$ cat src/hw/rtl/rcs_pkg.sv
// Shared types, constants and codes for the RC servo / PPM / SBUS output sequencer.
package rcs_pkg;

  localparam int NUM_CHANNELS = 8;
  localparam int FRAME_BYTES  = 25;

  localparam int CH_IDX_W    = (NUM_CHANNELS > 1) ? $clog2(NUM_CHANNELS) : 1;
  localparam int FRAME_IDX_W = (FRAME_BYTES > 1) ? $clog2(FRAME_BYTES) : 1;

  localparam int PPM_LAST_I   = 2 * NUM_CHANNELS + 1;
  localparam int SERVO_LAST_I = 2 * NUM_CHANNELS - 1;
  localparam int STEP_MAX     = (FRAME_BYTES > PPM_LAST_I) ? FRAME_BYTES : PPM_LAST_I;
  localparam int STEP_W       = $clog2(STEP_MAX + 1);

  typedef logic [CH_IDX_W-1:0]    ch_idx_t;
  typedef logic [FRAME_IDX_W-1:0] frame_idx_t;
  typedef logic [STEP_W-1:0]      step_t;
  typedef logic [STEP_W:0]        step_ext_t;

  localparam step_ext_t STEP_FB    = step_ext_t'(FRAME_BYTES);
  localparam step_ext_t PPM_LAST   = step_ext_t'(PPM_LAST_I);
  localparam step_ext_t SERVO_LAST = step_ext_t'(SERVO_LAST_I);
  localparam step_ext_t NUM_CH_EXT = step_ext_t'(NUM_CHANNELS);

  // Timer reload values, all mod 2^16
  localparam logic [15:0] SERVO_BASE  = 16'(32'h10000 - 813);
  localparam logic [15:0] SERVO_FRAME = 16'(32'h20000 - 2500);
  localparam logic [15:0] PPM_BASE    = 16'(32'h10000 - 600);
  localparam logic [15:0] PPM_MARK    = 16'(32'h10000 - 400);
  localparam logic [15:0] PPM_TAIL    = 16'(32'h10000 - 10000);
  localparam logic [15:0] SBUS_BYTE   = 16'(32'h10000 - 120);
  localparam logic [15:0] SBUS_GAP    = 16'(32'h10000 - 11000);

  localparam logic [7:0] PWM_HONORED = 8'h63;

  localparam int CMDQ_DEPTH = 4;
  localparam int CMDQ_PTR_W = $clog2(CMDQ_DEPTH);
  localparam int CMDQ_CNT_W = $clog2(CMDQ_DEPTH + 1);
  localparam int OUTQ_DEPTH = 2;
  localparam int OUTQ_PTR_W = $clog2(OUTQ_DEPTH);
  localparam int OUTQ_CNT_W = $clog2(OUTQ_DEPTH + 1);

  localparam int CFG_IDX_W  = 3;
  localparam int CFG_DATA_W = 16;

  typedef enum logic [1:0] {
    CMD_EXPIRY   = 2'd0,
    CMD_WR_CHAN  = 2'd1,
    CMD_WR_FRAME = 2'd2,
    CMD_MODE     = 2'd3
  } cmd_t;

  typedef enum logic [1:0] {
    MODE_SERVO = 2'd0,
    MODE_PPM   = 2'd1,
    MODE_SBUS  = 2'd2
  } mode_t;

  // mode request code with no mode of its own; it asks for servo
  localparam logic [1:0] REQ_SERVO_ALIAS = 2'd3;

  typedef enum logic [CFG_IDX_W-1:0] {
    CFG_PWM_MASK    = 3'd0,
    CFG_SWITCH_MASK = 3'd1,
    CFG_SCALE_MUL   = 3'd2,
    CFG_SCALE_SHIFT = 3'd3,
    CFG_SWITCH_THR  = 3'd4
  } cfg_idx_t;

  typedef struct packed {
    logic                  we;
    logic [CFG_IDX_W-1:0]  index;
    logic [CFG_DATA_W-1:0] data;
  } cfg_wr_t;

  typedef struct packed {
    cmd_t        cmd;
    logic [4:0]  idx;
    logic [9:0]  value;
    mode_t       mode;
  } item_t;

  typedef struct packed {
    logic [15:0] timer_reload;
    logic        sbus_pin;
    logic        ppm_pin;
    logic [7:0]  channel_pins;
    logic        uart_valid;
    logic [7:0]  uart_byte;
    logic        uart_parity;
    logic        pwm_valid;
    logic [2:0]  pwm_channel;
    logic [7:0]  pwm_duty;
  } res_t;

endpackage

$ cat src/hw/rtl/rcs_front.sv
// Front end: accepts input beats, drops out-of-range writes, queues commands for the back end.
module rcs_front (
  input  logic           clk,
  input  logic           rst,
  input  logic           push,
  output logic           full,
  input  logic [1:0]     cmd,
  input  logic [4:0]     index,
  input  logic [9:0]     value,
  input  logic [1:0]     requested_mode,
  output logic           q_valid,
  output rcs_pkg::item_t q_item,
  input  logic           q_pop
);

  rcs_pkg::item_t                  mem [rcs_pkg::CMDQ_DEPTH];
  logic [rcs_pkg::CMDQ_PTR_W-1:0]  wr_ptr;
  logic [rcs_pkg::CMDQ_PTR_W-1:0]  rd_ptr;
  logic [rcs_pkg::CMDQ_CNT_W-1:0]  count;
  logic                            keep;
  logic                            enq;
  rcs_pkg::item_t                  item_in;

  // classify
  always_comb begin
    item_in.cmd   = rcs_pkg::cmd_t'(cmd);
    item_in.idx   = index;
    item_in.value = value;
    item_in.mode  = (requested_mode == rcs_pkg::REQ_SERVO_ALIAS) ? rcs_pkg::MODE_SERVO
                                                                 : rcs_pkg::mode_t'(requested_mode);
    case (rcs_pkg::cmd_t'(cmd))
      rcs_pkg::CMD_WR_CHAN:  keep = ({1'b0, index} < 6'(rcs_pkg::NUM_CHANNELS));
      rcs_pkg::CMD_WR_FRAME: keep = ({1'b0, index} < 6'(rcs_pkg::FRAME_BYTES));
      default:               keep = 1'b1;
    endcase
  end

  assign full    = (count == rcs_pkg::CMDQ_CNT_W'(rcs_pkg::CMDQ_DEPTH));
  assign enq     = push && !full && keep;
  assign q_valid = (count != '0);
  assign q_item  = mem[rd_ptr];

  always_ff @(posedge clk) begin
    if (enq) begin
      mem[wr_ptr] <= item_in;
    end
  end

  always_ff @(posedge clk) begin
    if (rst) begin
      wr_ptr <= '0;
      rd_ptr <= '0;
      count  <= '0;
    end else begin
      if (enq) begin
        wr_ptr <= wr_ptr + 1'b1;
      end
      if (q_pop) begin
        rd_ptr <= rd_ptr + 1'b1;
      end
      case ({enq, q_pop})
        2'b10:   count <= count + 1'b1;
        2'b01:   count <= count - 1'b1;
        default: count <= count;
      endcase
    end
  end

endmodule

$ cat src/hw/rtl/rcs_back.sv
// Back end: holds sequencer state and config, executes one queued command per cycle while the result queue is not full.
module rcs_back (
  input  logic             clk,
  input  logic             rst,
  input  rcs_pkg::cfg_wr_t cfg_wr,
  input  logic             q_valid,
  input  rcs_pkg::item_t   q_item,
  output logic             q_pop,
  input  logic             res_full,
  output logic             res_push,
  output rcs_pkg::res_t    res_item
);

  // config
  logic [7:0]  pwm_enable_mask;
  logic [7:0]  switch_enable_mask;
  logic [15:0] servo_scale_mul;
  logic [4:0]  servo_scale_shift;
  logic [9:0]  switch_threshold;

  // sequencer state
  rcs_pkg::step_t step, step_next;
  rcs_pkg::mode_t mode, mode_next;
  rcs_pkg::mode_t pend, pend_next;
  logic           change_pending, change_pending_next;
  logic [7:0]     pins, pins_next;
  logic [15:0]    staged, staged_next;
  logic [15:0]    pulse, pulse_next;
  logic [15:0]    reload, reload_next;
  logic           sbus_lvl, sbus_lvl_next;
  logic           ppm_lvl, ppm_lvl_next;

  logic [9:0]     chan  [rcs_pkg::NUM_CHANNELS];
  logic [7:0]     frame [rcs_pkg::FRAME_BYTES];

  logic                  fire;
  logic                  jump;
  rcs_pkg::ch_idx_t      k;
  rcs_pkg::ch_idx_t      prev;
  logic [9:0]            chan_val;
  logic [7:0]            frame_byte;
  logic [25:0]           prod;
  logic [25:0]           scaled;
  rcs_pkg::step_ext_t    s_ext;
  rcs_pkg::step_ext_t    s_inc;
  rcs_pkg::step_ext_t    half;
  logic [7:0]            pwm_en;
  logic [7:0]            held_mask;

  assign fire     = q_valid && !res_full;
  assign q_pop    = fire;
  assign res_push = fire && (q_item.cmd == rcs_pkg::CMD_EXPIRY);

  assign s_ext      = {1'b0, step};
  assign s_inc      = s_ext + 1'b1;
  assign half       = s_ext >> 1;
  assign k          = rcs_pkg::ch_idx_t'(half);
  assign prev       = (k == '0) ? rcs_pkg::ch_idx_t'(rcs_pkg::NUM_CHANNELS - 1) : k - 1'b1;
  assign chan_val   = chan[k];
  assign frame_byte = frame[rcs_pkg::frame_idx_t'(step)];
  assign prod       = 26'(chan_val) * 26'(servo_scale_mul);
  assign scaled     = prod >> servo_scale_shift;
  assign pwm_en     = pwm_enable_mask & rcs_pkg::PWM_HONORED;
  assign held_mask  = pwm_en | switch_enable_mask;

  always_comb begin
    step_next           = step;
    mode_next           = mode;
    pend_next           = pend;
    change_pending_next = change_pending;
    pins_next           = pins;
    staged_next         = staged;
    pulse_next          = pulse;
    reload_next         = reload;
    sbus_lvl_next       = sbus_lvl;
    ppm_lvl_next        = ppm_lvl;
    jump                = 1'b0;
    res_item            = '0;

    if (fire) begin
      case (q_item.cmd)
        rcs_pkg::CMD_MODE: begin
          pend_next           = q_item.mode;
          change_pending_next = 1'b1;
        end
        rcs_pkg::CMD_EXPIRY: begin
          case (mode)
            rcs_pkg::MODE_SBUS: begin
              sbus_lvl_next = 1'b1;
              if (s_ext >= rcs_pkg::STEP_FB) begin
                step_next = '0;
              end else begin
                res_item.uart_valid  = 1'b1;
                res_item.uart_byte   = frame_byte;
                res_item.uart_parity = ^frame_byte;
                step_next            = rcs_pkg::step_t'(s_inc);
              end
              reload_next = ({1'b0, step_next} >= rcs_pkg::STEP_FB) ? rcs_pkg::SBUS_GAP
                                                                    : rcs_pkg::SBUS_BYTE;
              if (change_pending && step_next == '0) begin
                change_pending_next = 1'b0;
                if (pend == rcs_pkg::MODE_PPM) begin
                  mode_next = rcs_pkg::MODE_PPM;
                end else if (pend == rcs_pkg::MODE_SERVO) begin
                  mode_next = rcs_pkg::MODE_SERVO;
                end
              end
            end
            rcs_pkg::MODE_PPM: begin
              if (s_ext == rcs_pkg::PPM_LAST) begin
                ppm_lvl_next = 1'b0;
                reload_next  = rcs_pkg::PPM_TAIL;
              end else if (s_ext < rcs_pkg::PPM_LAST && !step[0]) begin
                ppm_lvl_next = 1'b1;
                reload_next  = rcs_pkg::PPM_MARK;
                if (half < rcs_pkg::NUM_CH_EXT) begin
                  staged_next = rcs_pkg::PPM_BASE - 16'(chan_val);
                end
              end else if (s_ext < rcs_pkg::PPM_LAST) begin
                ppm_lvl_next = 1'b0;
                reload_next  = staged;
              end
              if (change_pending && step == '0) begin
                change_pending_next = 1'b0;
                if (pend == rcs_pkg::MODE_SBUS) begin
                  mode_next = rcs_pkg::MODE_SBUS;
                  jump      = 1'b1;
                end else if (pend == rcs_pkg::MODE_SERVO) begin
                  mode_next = rcs_pkg::MODE_SERVO;
                end
              end
              if (jump) begin
                step_next = '0;
              end else begin
                step_next = (s_inc > rcs_pkg::PPM_LAST) ? '0 : rcs_pkg::step_t'(s_inc);
              end
            end
            default: begin
              if (s_ext <= rcs_pkg::SERVO_LAST) begin
                if (!step[0]) begin
                  if (!held_mask[prev]) begin
                    pins_next[prev] = 1'b0;
                  end
                  pulse_next  = rcs_pkg::SERVO_BASE - scaled[15:0];
                  reload_next = pulse_next;
                end else begin
                  reload_next = rcs_pkg::SERVO_FRAME - pulse;
                  if (pwm_en[k]) begin
                    res_item.pwm_valid   = 1'b1;
                    res_item.pwm_channel = 3'(k);
                    res_item.pwm_duty    = chan_val[9:2];
                  end else if (switch_enable_mask[k]) begin
                    pins_next[k] = (chan_val >= switch_threshold);
                  end else begin
                    pins_next[k] = 1'b1;
                  end
                end
              end
              if (change_pending && step == '0) begin
                change_pending_next = 1'b0;
                if (pend == rcs_pkg::MODE_SBUS) begin
                  mode_next = rcs_pkg::MODE_SBUS;
                  jump      = 1'b1;
                end else if (pend == rcs_pkg::MODE_PPM) begin
                  mode_next = rcs_pkg::MODE_PPM;
                end
              end
              if (jump) begin
                step_next = '0;
              end else begin
                step_next = (s_inc > rcs_pkg::SERVO_LAST) ? '0 : rcs_pkg::step_t'(s_inc);
              end
            end
          endcase
        end
        default: begin
        end
      endcase
    end

    res_item.timer_reload = reload_next;
    res_item.sbus_pin     = sbus_lvl_next;
    res_item.ppm_pin      = ppm_lvl_next;
    res_item.channel_pins = pins_next;
  end

  always_ff @(posedge clk) begin
    if (rst) begin
      pwm_enable_mask    <= '0;
      switch_enable_mask <= '0;
      servo_scale_mul    <= 16'd1;
      servo_scale_shift  <= '0;
      switch_threshold   <= 10'd500;
    end else if (cfg_wr.we) begin
      case (rcs_pkg::cfg_idx_t'(cfg_wr.index))
        rcs_pkg::CFG_PWM_MASK:    pwm_enable_mask    <= cfg_wr.data[7:0];
        rcs_pkg::CFG_SWITCH_MASK: switch_enable_mask <= cfg_wr.data[7:0];
        rcs_pkg::CFG_SCALE_MUL:   servo_scale_mul    <= cfg_wr.data;
        rcs_pkg::CFG_SCALE_SHIFT: servo_scale_shift  <= cfg_wr.data[4:0];
        rcs_pkg::CFG_SWITCH_THR:  switch_threshold   <= cfg_wr.data[9:0];
        default: begin
        end
      endcase
    end
  end

  always_ff @(posedge clk) begin
    if (rst) begin
      step           <= '0;
      mode           <= rcs_pkg::MODE_SERVO;
      pend           <= rcs_pkg::MODE_SERVO;
      change_pending <= 1'b0;
      pins           <= '0;
      staged         <= '0;
      pulse          <= '0;
      reload         <= '0;
      sbus_lvl       <= 1'b0;
      ppm_lvl        <= 1'b0;
      for (int i = 0; i < rcs_pkg::NUM_CHANNELS; i++) begin
        chan[i] <= '0;
      end
      for (int i = 0; i < rcs_pkg::FRAME_BYTES; i++) begin
        frame[i] <= '0;
      end
    end else begin
      step           <= step_next;
      mode           <= mode_next;
      pend           <= pend_next;
      change_pending <= change_pending_next;
      pins           <= pins_next;
      staged         <= staged_next;
      pulse          <= pulse_next;
      reload         <= reload_next;
      sbus_lvl       <= sbus_lvl_next;
      ppm_lvl        <= ppm_lvl_next;
      if (fire && q_item.cmd == rcs_pkg::CMD_WR_CHAN) begin
        chan[rcs_pkg::ch_idx_t'(q_item.idx)] <= q_item.value;
      end
      if (fire && q_item.cmd == rcs_pkg::CMD_WR_FRAME) begin
        frame[rcs_pkg::frame_idx_t'(q_item.idx)] <= q_item.value[7:0];
      end
    end
  end

endmodule

$ cat src/hw/rtl/rcs_outq.sv
// Result queue: two registered entries between the back end and the result ports.
module rcs_outq (
  input  logic          clk,
  input  logic          rst,
  input  logic          res_push,
  input  rcs_pkg::res_t res_in,
  output logic          res_full,
  input  logic          pop,
  output logic          empty,
  output rcs_pkg::res_t res_out
);

  rcs_pkg::res_t                   mem [rcs_pkg::OUTQ_DEPTH];
  logic [rcs_pkg::OUTQ_PTR_W-1:0]  wr_ptr;
  logic [rcs_pkg::OUTQ_PTR_W-1:0]  rd_ptr;
  logic [rcs_pkg::OUTQ_CNT_W-1:0]  count;
  logic                            deq;

  assign res_full = (count == rcs_pkg::OUTQ_CNT_W'(rcs_pkg::OUTQ_DEPTH));
  assign empty    = (count == '0);
  assign deq      = pop && !empty;
  assign res_out  = mem[rd_ptr];

  always_ff @(posedge clk) begin
    if (res_push) begin
      mem[wr_ptr] <= res_in;
    end
  end

  always_ff @(posedge clk) begin
    if (rst) begin
      wr_ptr <= '0;
      rd_ptr <= '0;
      count  <= '0;
    end else begin
      if (res_push) begin
        wr_ptr <= wr_ptr + 1'b1;
      end
      if (deq) begin
        rd_ptr <= rd_ptr + 1'b1;
      end
      case ({res_push, deq})
        2'b10:   count <= count + 1'b1;
        2'b01:   count <= count - 1'b1;
        default: count <= count;
      endcase
    end
  end

endmodule

$ cat src/hw/rtl/rc_servo_ppm_sbus_output_sequencer.sv
// Top level of the RC servo / PPM / SBUS output sequencer.
//
// Input side is a queue: drive cmd/index/value/requested_mode with push; a beat
// is taken on a clock edge with push high and full low. Commands: timer expiry,
// channel value write, frame byte write, mode request.
// Result side is a queue: while empty is low the oldest result sits on the
// result ports; pop with empty low takes it. Only timer expiries make results.
// Config: cfg_valid/cfg_index/cfg_data, cfg_ready is always high; write only
// while the block is idle.
// Beats are registered in the command queue, results in the result queue.
// One beat per cycle sustained while the result queue is not full; each command
// runs in one path (channel read, scale multiply, shift and reload subtract).
// A 4-deep command queue feeds the back end; a 2-deep result queue feeds the
// outputs. When the receiver stalls, the result queue fills, the back end
// holds, then the command queue fills and full rises.
// Reset (rst, synchronous): queues empty, servo mode, step 0, all channel
// values, frame bytes, pins and reloads zero, config to its defaults.
module rc_servo_ppm_sbus_output_sequencer (
  input  logic                            clk,
  input  logic                            rst,
  input  logic                            push,
  output logic                            full,
  input  logic [1:0]                      cmd,
  input  logic [4:0]                      index,
  input  logic [9:0]                      value,
  input  logic [1:0]                      requested_mode,
  output logic                            empty,
  input  logic                            pop,
  output logic [15:0]                     timer_reload,
  output logic                            sbus_pin,
  output logic                            ppm_pin,
  output logic [7:0]                      channel_pins,
  output logic                            uart_valid,
  output logic [7:0]                      uart_byte,
  output logic                            uart_parity,
  output logic                            pwm_valid,
  output logic [2:0]                      pwm_channel,
  output logic [7:0]                      pwm_duty,
  input  logic                            cfg_valid,
  output logic                            cfg_ready,
  input  logic [rcs_pkg::CFG_IDX_W-1:0]   cfg_index,
  input  logic [rcs_pkg::CFG_DATA_W-1:0]  cfg_data
);

  logic             q_valid;
  logic             q_pop;
  rcs_pkg::item_t   q_item;
  logic             res_push;
  logic             res_full;
  rcs_pkg::res_t    res_item;
  rcs_pkg::res_t    res_out;
  rcs_pkg::cfg_wr_t cfg_wr;

  assign cfg_ready    = 1'b1;
  assign cfg_wr.we    = cfg_valid && cfg_ready;
  assign cfg_wr.index = cfg_index;
  assign cfg_wr.data  = cfg_data;

  rcs_front u_front (
    .clk            (clk),
    .rst            (rst),
    .push           (push),
    .full           (full),
    .cmd            (cmd),
    .index          (index),
    .value          (value),
    .requested_mode (requested_mode),
    .q_valid        (q_valid),
    .q_item         (q_item),
    .q_pop          (q_pop)
  );

  rcs_back u_back (
    .clk      (clk),
    .rst      (rst),
    .cfg_wr   (cfg_wr),
    .q_valid  (q_valid),
    .q_item   (q_item),
    .q_pop    (q_pop),
    .res_full (res_full),
    .res_push (res_push),
    .res_item (res_item)
  );

  rcs_outq u_outq (
    .clk      (clk),
    .rst      (rst),
    .res_push (res_push),
    .res_in   (res_item),
    .res_full (res_full),
    .pop      (pop),
    .empty    (empty),
    .res_out  (res_out)
  );

  assign timer_reload = res_out.timer_reload;
  assign sbus_pin     = res_out.sbus_pin;
  assign ppm_pin      = res_out.ppm_pin;
  assign channel_pins = res_out.channel_pins;
  assign uart_valid   = res_out.uart_valid;
  assign uart_byte    = res_out.uart_byte;
  assign uart_parity  = res_out.uart_parity;
  assign pwm_valid    = res_out.pwm_valid;
  assign pwm_channel  = res_out.pwm_channel;
  assign pwm_duty     = res_out.pwm_duty;

  // back end never pulls from an empty command queue
  a_pop_valid: assert property (@(posedge clk) disable iff (rst) q_pop |-> q_valid)
    else $error("command queue popped while empty");

  // a result beat comes only from an executed timer expiry
  a_res_src: assert property (@(posedge clk) disable iff (rst)
    res_push |-> (q_pop && q_item.cmd == rcs_pkg::CMD_EXPIRY))
    else $error("result pushed without an expiry command");

  // result queue never overflows
  a_no_ovf: assert property (@(posedge clk) disable iff (rst) !(res_push && res_full))
    else $error("result queue overflow");

  // reset leaves no stale results visible
  a_rst_empty: assert property (@(posedge clk) rst |=> empty)
    else $error("result queue not empty after reset");

endmodule
$ cat config.mk
export PLATFORM = sky130hd
export DESIGN_NAME = rc_servo_ppm_sbus_output_sequencer
export DESIGN_NICKNAME = d
export VERILOG_FILES = /design/src/hw/rtl/rcs_pkg.sv /design/src/hw/rtl/rcs_front.sv /design/src/hw/rtl/rcs_back.sv /design/src/hw/rtl/rcs_outq.sv /design/src/hw/rtl/rc_servo_ppm_sbus_output_sequencer.sv
export SDC_FILE = /design/constraint.sdc
export NUM_CORES = 1
export LEC_CHECK = 0
export BUFFER_PORTS_ARGS = -buffer_cell sky130_fd_sc_hd__buf_2
export CORE_MARGIN = 5
export CORE_UTILIZATION = 40
export CTS_BUF_LIST = sky130_fd_sc_hd__clkbuf_8
export CTS_CLUSTER_DIAMETER = 80
export DETAILED_ROUTE_END_ITERATION = 6
export GPL_TIMING_DRIVEN = 0
export SLEW_MARGIN = 20
export SYNTH_ARGS = -nofsm -noshare
export SYNTH_HDL_FRONTEND = slang
export SYNTH_SLANG_ARGS = --single-unit
$ cat constraint.sdc
create_clock -name clk -period 13 [get_ports clk]
set_input_delay 1.3 -clock clk [delete_from_list [all_inputs] [get_ports clk]]
set_output_delay 1.3 -clock clk [all_outputs]
set_load 0.05 [all_outputs]
==> metrics.md, run 1 <==
| Metric | Value |
|---|---|
| Avg Vias per Cell | `between 5 and 6` |
| CTS sink cnt | `634` |
| Largest net degree at the start of global routing | `26` |
| Die height | `306 um` |
| Top-area cell type share of the netlist area | `0.434` |
| CTS tree | `built` |
| Vias | `25300` |
| Leak | `14.2 nW` |
| Pwr Density | `152 nW/um2` |
| Outcome | `complete, no violations` |
| Post-synth EDFFs | `about 510` |
| Fin Clk Skew | `0.0567 ns` |
| Largest area contributor in the netlist | `edfxtp_1` |
| GR Util All Layers | `0.218` |
| Synth cell types | `90` |
| Final min period | `12.20 ns` |
| Wire per inst | `22.8 um` |
| Num rows | `roughly 110` |
| Max-capacitance violation count | `0` |
| Num ports | `94` |
| Clock transition at path regs | `0.06 ns` |
| CTS root buffer | `clkbuf_8` |
| Crit. End Element | `register` |
| Max-slew violations | `0` |
| Antenna violations before repair | `11` |
| Critical path's slowest cell | `buf_1` |
| Maximum VDD drop | `about 110 uV` |
| First-pass GRT wire length | `157000 um` |
| Setup TNS | `0 ns` |
| Critical Path AT | `12.63 ns` |
| Area delta synth->final | `11.6%` |
| Syn Area/Cell | `11.3 um2` |
| Crit Path Class | `register to register` |
| # port buffers | `92` |
| Max-slew headroom at the worst pin | `0.271` |
| Main synth FF type | `edfxtp_1` |
| Fillcell total | `8217` |
| GR Overflow Total | `0` |
| Top-count cell post-synth | `edfxtp_1` |
| Hold Vio Cnt, Final | `0` |
| Initial core utilization | `0.404` |
| Dominant delay contributor by cell family on the critical path | `adder cells` |
| Hold_buf cts | `0` |
| Worst slew pin tran | `1.09 ns` |
| Post-synthesis cell count | `3099` |
| Synth warn | `0` |
| FFs w/ async S/R, synth | `0` |
| Clock Path Buffers | `3` |
| Detail Placement HPWL | `roughly 76000 um` |
| Starting DRC count in detailed routing | `between 2000 and 2500` |
| CP bufs+invs | `7` |
| Vias in the first global route | `25200` |
| Share of layout cells above drive strength 1 | `0.136` |
| Die area | `roughly 94000 um2` |
| Worst Path Required | `13.43 ns` |
| Largest stage delay, worst path | `0.66 ns` |
| FF+latch count, synth | `634` |
| Nets | `3548` |
| Syn Std Cell Area | `35100 um2` |
| # H-tree levels | `3` |
| Final setup fails | `0` |
| Routed WL | `104000 um` |
| Hold Crit Class | `register to register` |
| Critical Path Source Type | `register` |
| 1st-pass router iterations | `6` |
| Final period util | `0.938` |
| Gpl congestion | `0.931` |
| Clock Latency Late Sink | `approximately 0.73 ns` |
| Die W | `306 um` |
| Achievable frequency | `just over 0.08 GHz` |
| Worst setup margin | `between 0.8 and 0.9 ns` |
| Placeable Area | `87000 um2` |
| ANT nets after route | `0` |
| Top post-synthesis cells by area | `edfxtp_1 (43%), mux4_2 (7.4%), dfxtp_1 (7.2%)` |
| Commonest cells in the netlist | `edfxtp_1 (508), nor2_1 (473), nand2_1 (346), clkbuf_1 (172), inv_1 (154)` |
| Post-Syn Nets | `3347` |
| Critical path fanouts, max | `10` |
| # DRC | `0` |
| Critical path's most frequent cell | `fa_1` |
| CTS buffer count | `103` |
| RSZ-0062 raised after global routing | `no` |
| Register area share after synthesis | `0.506` |
| Post-place setup slack | `0.417 ns` |
-- layout make-up --
| class | instances | area [um2] | share of cell area |
|---|---|---|---|
| flip-flops and latches | 634 | 17800 | 0.454 |
| clock buffers | 108 | 1490 | 0.0379 |
| diodes | 3 | 7.51 | 0.000192 |
| plain buffers | 195 | 754 | 0.0192 |
| multi-input cells | 2112 | 16000 | 0.409 |
| repair buffers | 96 | 528 | 0.0135 |
| well taps | 1155 | 1450 | 0.0369 |
| clock inverters | 83 | 573 | 0.0146 |
| inverters | 158 | 593 | 0.0151 |
-- worst register-to-register path: cells and delay by family, from the launching register on --
family                   cells  cell delay, ns
buffers and inverters        7            3.03
flip-flops                   1            0.48
multiplexers                 3            1.04
adder cells (fa/ha/maj)      7            3.21
AO/OA/AOI/OAI               12            3.14
XOR/XNOR                     1            0.30
AND/OR/NAND/NOR              3            0.73
-- registers in the layout, indices dropped and copies added, names as in the netlist, 10 cells and up, named ones only --
name	cells
u_back.chan	80
u_back.frame	256
u_back.pulse	16
u_back.reload	16
u_back.servo_scale_mul	16
u_back.staged	12
u_back.switch_threshold	10
u_front.mem	76
u_outq.mem	96
-- per-stage QoR --
step	cells	instance area, um2	hold slack [ns]	utilization	total power (W)
CTS	4541	39200	0.455	0.450	0.00599
global placement	4346	37000	0.442	0.426	0.00423
floorplan	3099	35100	0.426	-	0.00366
global route	4543	39200	0.474	0.450	0.00622
finish	4544	39200	0.454	0.450	0.00596
detailed placement	4350	37100	0.446	0.427	0.00425
-- layout by cell type, fill, tap and decap left out, types with 25 or more instances in the layout --
master and count:
dfxtp_1 126, ha_1 94, clkinv_1 36, o21ai_0 77, o211ai_1 26, mux4_2 115, nor2b_1 27, clkbuf_1 169
edfxtp_1 508, xnor2_1 37, fa_1 111, nor2_1 472, nor3_1 43, inv_1 178, mux2i_1 51, clkbuf_8 108
buf_2 96, a21oi_1 141, and2_1 106, mux2_2 71, nand3_1 40, a211oi_1 25, nand2_1 346
-- worst paths after layout --
kind,slack (ns),startpoint,cells after the start,endpoint
max,0.80,register,33,u_outq.mem[0][46]$_DFFE_PP_
min,0.45,u_back.servo_scale_mul[2]$_SDFFE_PP0P_,2,u_back.servo_scale_mul[2]$_SDFFE_PP0P_
max reg2reg,0.80,register,33,u_outq.mem[0][46]$_DFFE_PP_
min reg2reg,0.45,u_back.servo_scale_mul[2]$_SDFFE_PP0P_,2,u_back.servo_scale_mul[2]$_SDFFE_PP0P_
-- cells by family (layout without fill, tap and decap cells) --
group | count (synthesis) | count (layout) | share of synthesized area
AO/OA/AOI/OAI | 468 | 468 | 0.0893
XOR/XNOR | 61 | 61 | 0.0152
adder cells (fa/ha/maj) | 205 | 205 | 0.0968
buffers and inverters | 353 | 640 | 0.0381
flip-flops | 634 | 634 | 0.506
multiplexers | 238 | 238 | 0.111
other | 1 | 4 | 0.000107
AND/OR/NAND/NOR | 1139 | 1139 | 0.143
-- power breakdown --
| part | switching (W) | internal, W | total [W] |
|---|---|---|---|
| logic | 0.00121 | 0.000521 | 0.00173 |
| clock network | 0.000841 | 0.000904 | 0.00175 |
| registers | 0.0000732 | 0.00241 | 0.00248 |
-- per-layer routing --
metal / global-route usage / vias up / part of all wire
met3: 0.0405 / 219 / 0.079
met2: 0.356 / 1110 / 0.47
li1: - / 11500 / -
met1: 0.302 / 12400 / 0.42
met5: 0 / - / 0.00050
met4: 0.0565 / 8 / 0.029
-- repair_timing --
action,CTS,global route
buffers inserted,0,0
setup endpoints to repair,0,12
endpoints found under the hold margin,0,0
resized for setup,0,6
Note: power is estimated with default switching activity, not from simulation.
==> inputs of run 2 (changes only) <==
--- a/config.mk
+++ b/config.mk
@@ -5,12 +5,12 @@
 export SDC_FILE = /design/constraint.sdc
 export NUM_CORES = 1
 export LEC_CHECK = 0
-export BUFFER_PORTS_ARGS = -buffer_cell sky130_fd_sc_hd__buf_2
 export CORE_MARGIN = 5
 export CORE_UTILIZATION = 40
 export CTS_BUF_LIST = sky130_fd_sc_hd__clkbuf_8
 export CTS_CLUSTER_DIAMETER = 80
 export DETAILED_ROUTE_END_ITERATION = 6
+export DONT_BUFFER_PORTS = 1
 export GPL_TIMING_DRIVEN = 0
 export SLEW_MARGIN = 20
 export SYNTH_ARGS = -nofsm -noshare
==> run 2 against run 1 <==
Count of clock-buffer cells in the layout decreased by 2. First-iteration DRC count increased by 4.3%. Final cell count decreased by 2.1%. Combinational power decreased by 2%. Sequential power about the same. Clock power decreased by 8%. Register-to-register slack improved by 0.05 ns. Critical path depth unchanged. Via count decreased by 1.6%. Clock skew decreased by 0.0089 ns. Routed wire length increased by 0.51%. Flip-flop and latch count unchanged. Largest cell class unchanged. Highest routed layer is now met4.
==> metrics.md, run 2 (synthesis results as in run 1) <==
| Metric | Value |
|---|---|
| Die height | `306 um` |
| Final min period | `roughly 12 ns` |
| Worst setup margin | `0.849 ns` |
| Fillcell total | `8161` |
| Routed WL | `104000 um` |
| CTS tree | `built` |
| Num rows | `108` |
| # DRC | `0` |
| Multi-input logic area | `16000 um2` |
| Register Area | `17800 um2` |
| Most frequent cells in the layout | `edfxtp_1 (508), nor2_1 (471), nand2_1 (346)` |
| Achievable frequency | `0.0823 GHz` |
| Critical path's most frequent cell | `fa_1` |
| Critical Path Source Type | `register` |
| Vias | `between 20000 and 25000` |
| Wire per inst | `around 23 um` |
| Hold depth | `2` |
| Crit Path Class | `register to register` |
| Largest reg by FF count | `u_back.frame` |
| Worst hold start | `u_back.servo_scale_mul[14]$_SDFFE_PP0P_` |
| Biggest regs | `u_back.frame: 256 flops, u_outq.mem: 96 flops, u_back.chan: 80 flops` |
| Clock Path Buffers | `3` |
| Hold EP | `u_back.servo_scale_mul[14]$_SDFFE_PP0P_` |
| Num ports | `94` |
| Commonest non-fill, non-tap cell in the layout | `edfxtp_1` |
| Largest net degree at the start of global routing | `40` |
| Nets | `3456` |
| Area delta synth->final | `9.82%` |
| Outcome | `complete, no violations` |
| Gpl congestion | `0.924` |
| Die area | `93800 um2` |
| Hold_buf cts | `0` |
| Crit. End Element | `register` |
| Reg2reg end | `u_outq.mem[0][46]$_DFFE_PP_` |
| Max-slew headroom at the worst pin | `0.242` |
| Setup TNS | `0 ns` |
| CTS root buffer | `clkbuf_8` |
| Detail Placement HPWL | `76400 um` |
| Critical path's slowest cell | `buf_1` |
| Share of layout cells above drive strength 1 | `0.111` |
| Initial core utilization | `0.404` |
| # port buffers | `0` |
| Largest stage delay, worst path | `0.67 ns` |
| GR Util All Layers | `0.218` |
| Critical path fanouts, max | `10` |
| FF-to-FF path depth | `33` |
| Placeable Area | `a little under 90000 um2` |
| Vias in the first global route | `24600` |
| Top routing layer used | `met4` |
| Clock transition at path regs | `~0.060 ns` |
| Largest register FFs | `about 260` |
| Post-place setup slack | `0.500 ns` |
| Critical Path AT | `around 13 ns` |
| ANT nets after route | `0` |
| GR Overflow Total | `0` |
| Metal2 WL | `49800 um` |
| 1st-pass router iterations | `6` |
| Starting DRC count in detailed routing | `2399` |
| Final period util | `0.935` |
| Finished Cell Area | `38600 um2` |
| Clock Latency Late Sink | `between 0.7 and 0.8 ns` |
| Final setup fails | `0` |
| Leak | `roughly 14 nW` |
| Placed inst area | `around 37000 um2` |
| RSZ-0062 raised after global routing | `no` |
| Worst slew pin tran | `1.14 ns` |
| Flop-to-flop setup slack | `approximately 0.85 ns` |
| Avg Vias per Cell | `5.60` |
| Max-capacitance violation count | `0` |
| First-pass GRT wire length | `roughly 160000 um` |
| Resized Gates After CTS | `0` |
| Post-CTS setup buffer count | `0` |
| CTS buffer count | `between 100 and 150` |
| # H-tree levels | `3` |
| Hold Crit Class | `register to register` |
| Antenna violations before repair | `4` |
| DR WL met3 | `7890 um` |
| Max-slew violations | `0` |
| Fin Clk Skew | `around 0.048 ns` |
| Pwr Density | `between 100 and 150 nW/um2` |
| Worst Path Required | `13.46 ns` |
| CTS sink cnt | `634` |
| M1 WL | `43500 um` |
| Final std cells w/o fill | `4450` |
| Die W | `306 um` |
| Placed Cells | `4258` |
| Hold Vio Cnt, Final | `0` |
| Maximum VDD drop | `115 uV` |
==> run 2: cell count changes in the layout (fill, tap and decap cells not counted), moves of 2 or more <==
cell / before / now
buf_12: 3 / 1
buf_16: 0 / 2
buf_2: 96 / 4
bufinv_16: 6 / 1
clkbuf_8: 108 / 106
clkinv_1: 36 / 25
inv_1: 178 / 193
inv_16: 2 / 0
inv_6: 1 / 4
==> run 2: final cells by class <==
type,instances,area share
well taps,1155,0.0375
diodes,3,0.000195
repair buffers,4,0.00214
inverters,158,0.0154
flip-flops and latches,634,0.461
multi-input cells,2112,0.416
plain buffers,195,0.0196
clock buffers,106,0.0378
clock inverters,83,0.0108
==> run 2: stage by stage <==
stage / hold WS [ns] / util / total power (W)
final: 0.453 / 0.443 / 0.00578
after global routing: 0.465 / 0.443 / 0.00603
after CTS: 0.454 / 0.443 / 0.00581
after detailed placement: 0.446 / 0.421 / 0.00420
after global placement: 0.442 / 0.420 / 0.00417
after floorplan: 0.426 / - / 0.00366
==> run 2: how the worst max path moves through the flow <==
stage          startpoint                           to  slack [ns]
5_1_grt          register  u_outq.mem[1][46]$_DFFE_PP_        0.11
3_3_place_gp     register  u_outq.mem[1][46]$_DFFE_PP_        0.51
4_1_cts          register  u_outq.mem[1][46]$_DFFE_PP_        0.47
3_5_place_dp     register  u_outq.mem[1][46]$_DFFE_PP_        0.50
2_1_floorplan    register  u_outq.mem[0][46]$_DFFE_PP_        3.28
6_report         register  u_outq.mem[0][46]$_DFFE_PP_        0.85
==> run 2: routing by layer <==
layer,GRT usage,vias to the layer above
met5,0,-
met4,0.0620,0
met3,0.0416,199
met2,0.359,1034
met1,0.298,12300
li1,-,11300
==> run 2: where the power goes <==
group          internal [W]  total [W]  switching, W  leakage (nW)
Combinational      0.000486    0.00169       0.00120          6.71
Sequential          0.00241    0.00248     0.0000744          5.96
Clock              0.000786    0.00161      0.000828          1.12
==> run 2: worst max-delay path: cells and delay by family, from the launching register on <==
family / cells / cell delay (ns)
adders and majority gates: 7 / 3.15
and+or+nand+nor: 3 / 0.73
buffers and inverters: 7 / 2.81
muxes: 3 / 1.34
xor gates and xnor gates: 1 / 0.31
AOI/OAI and AO/OA: 12 / 3.05
DFF: 1 / 0.49
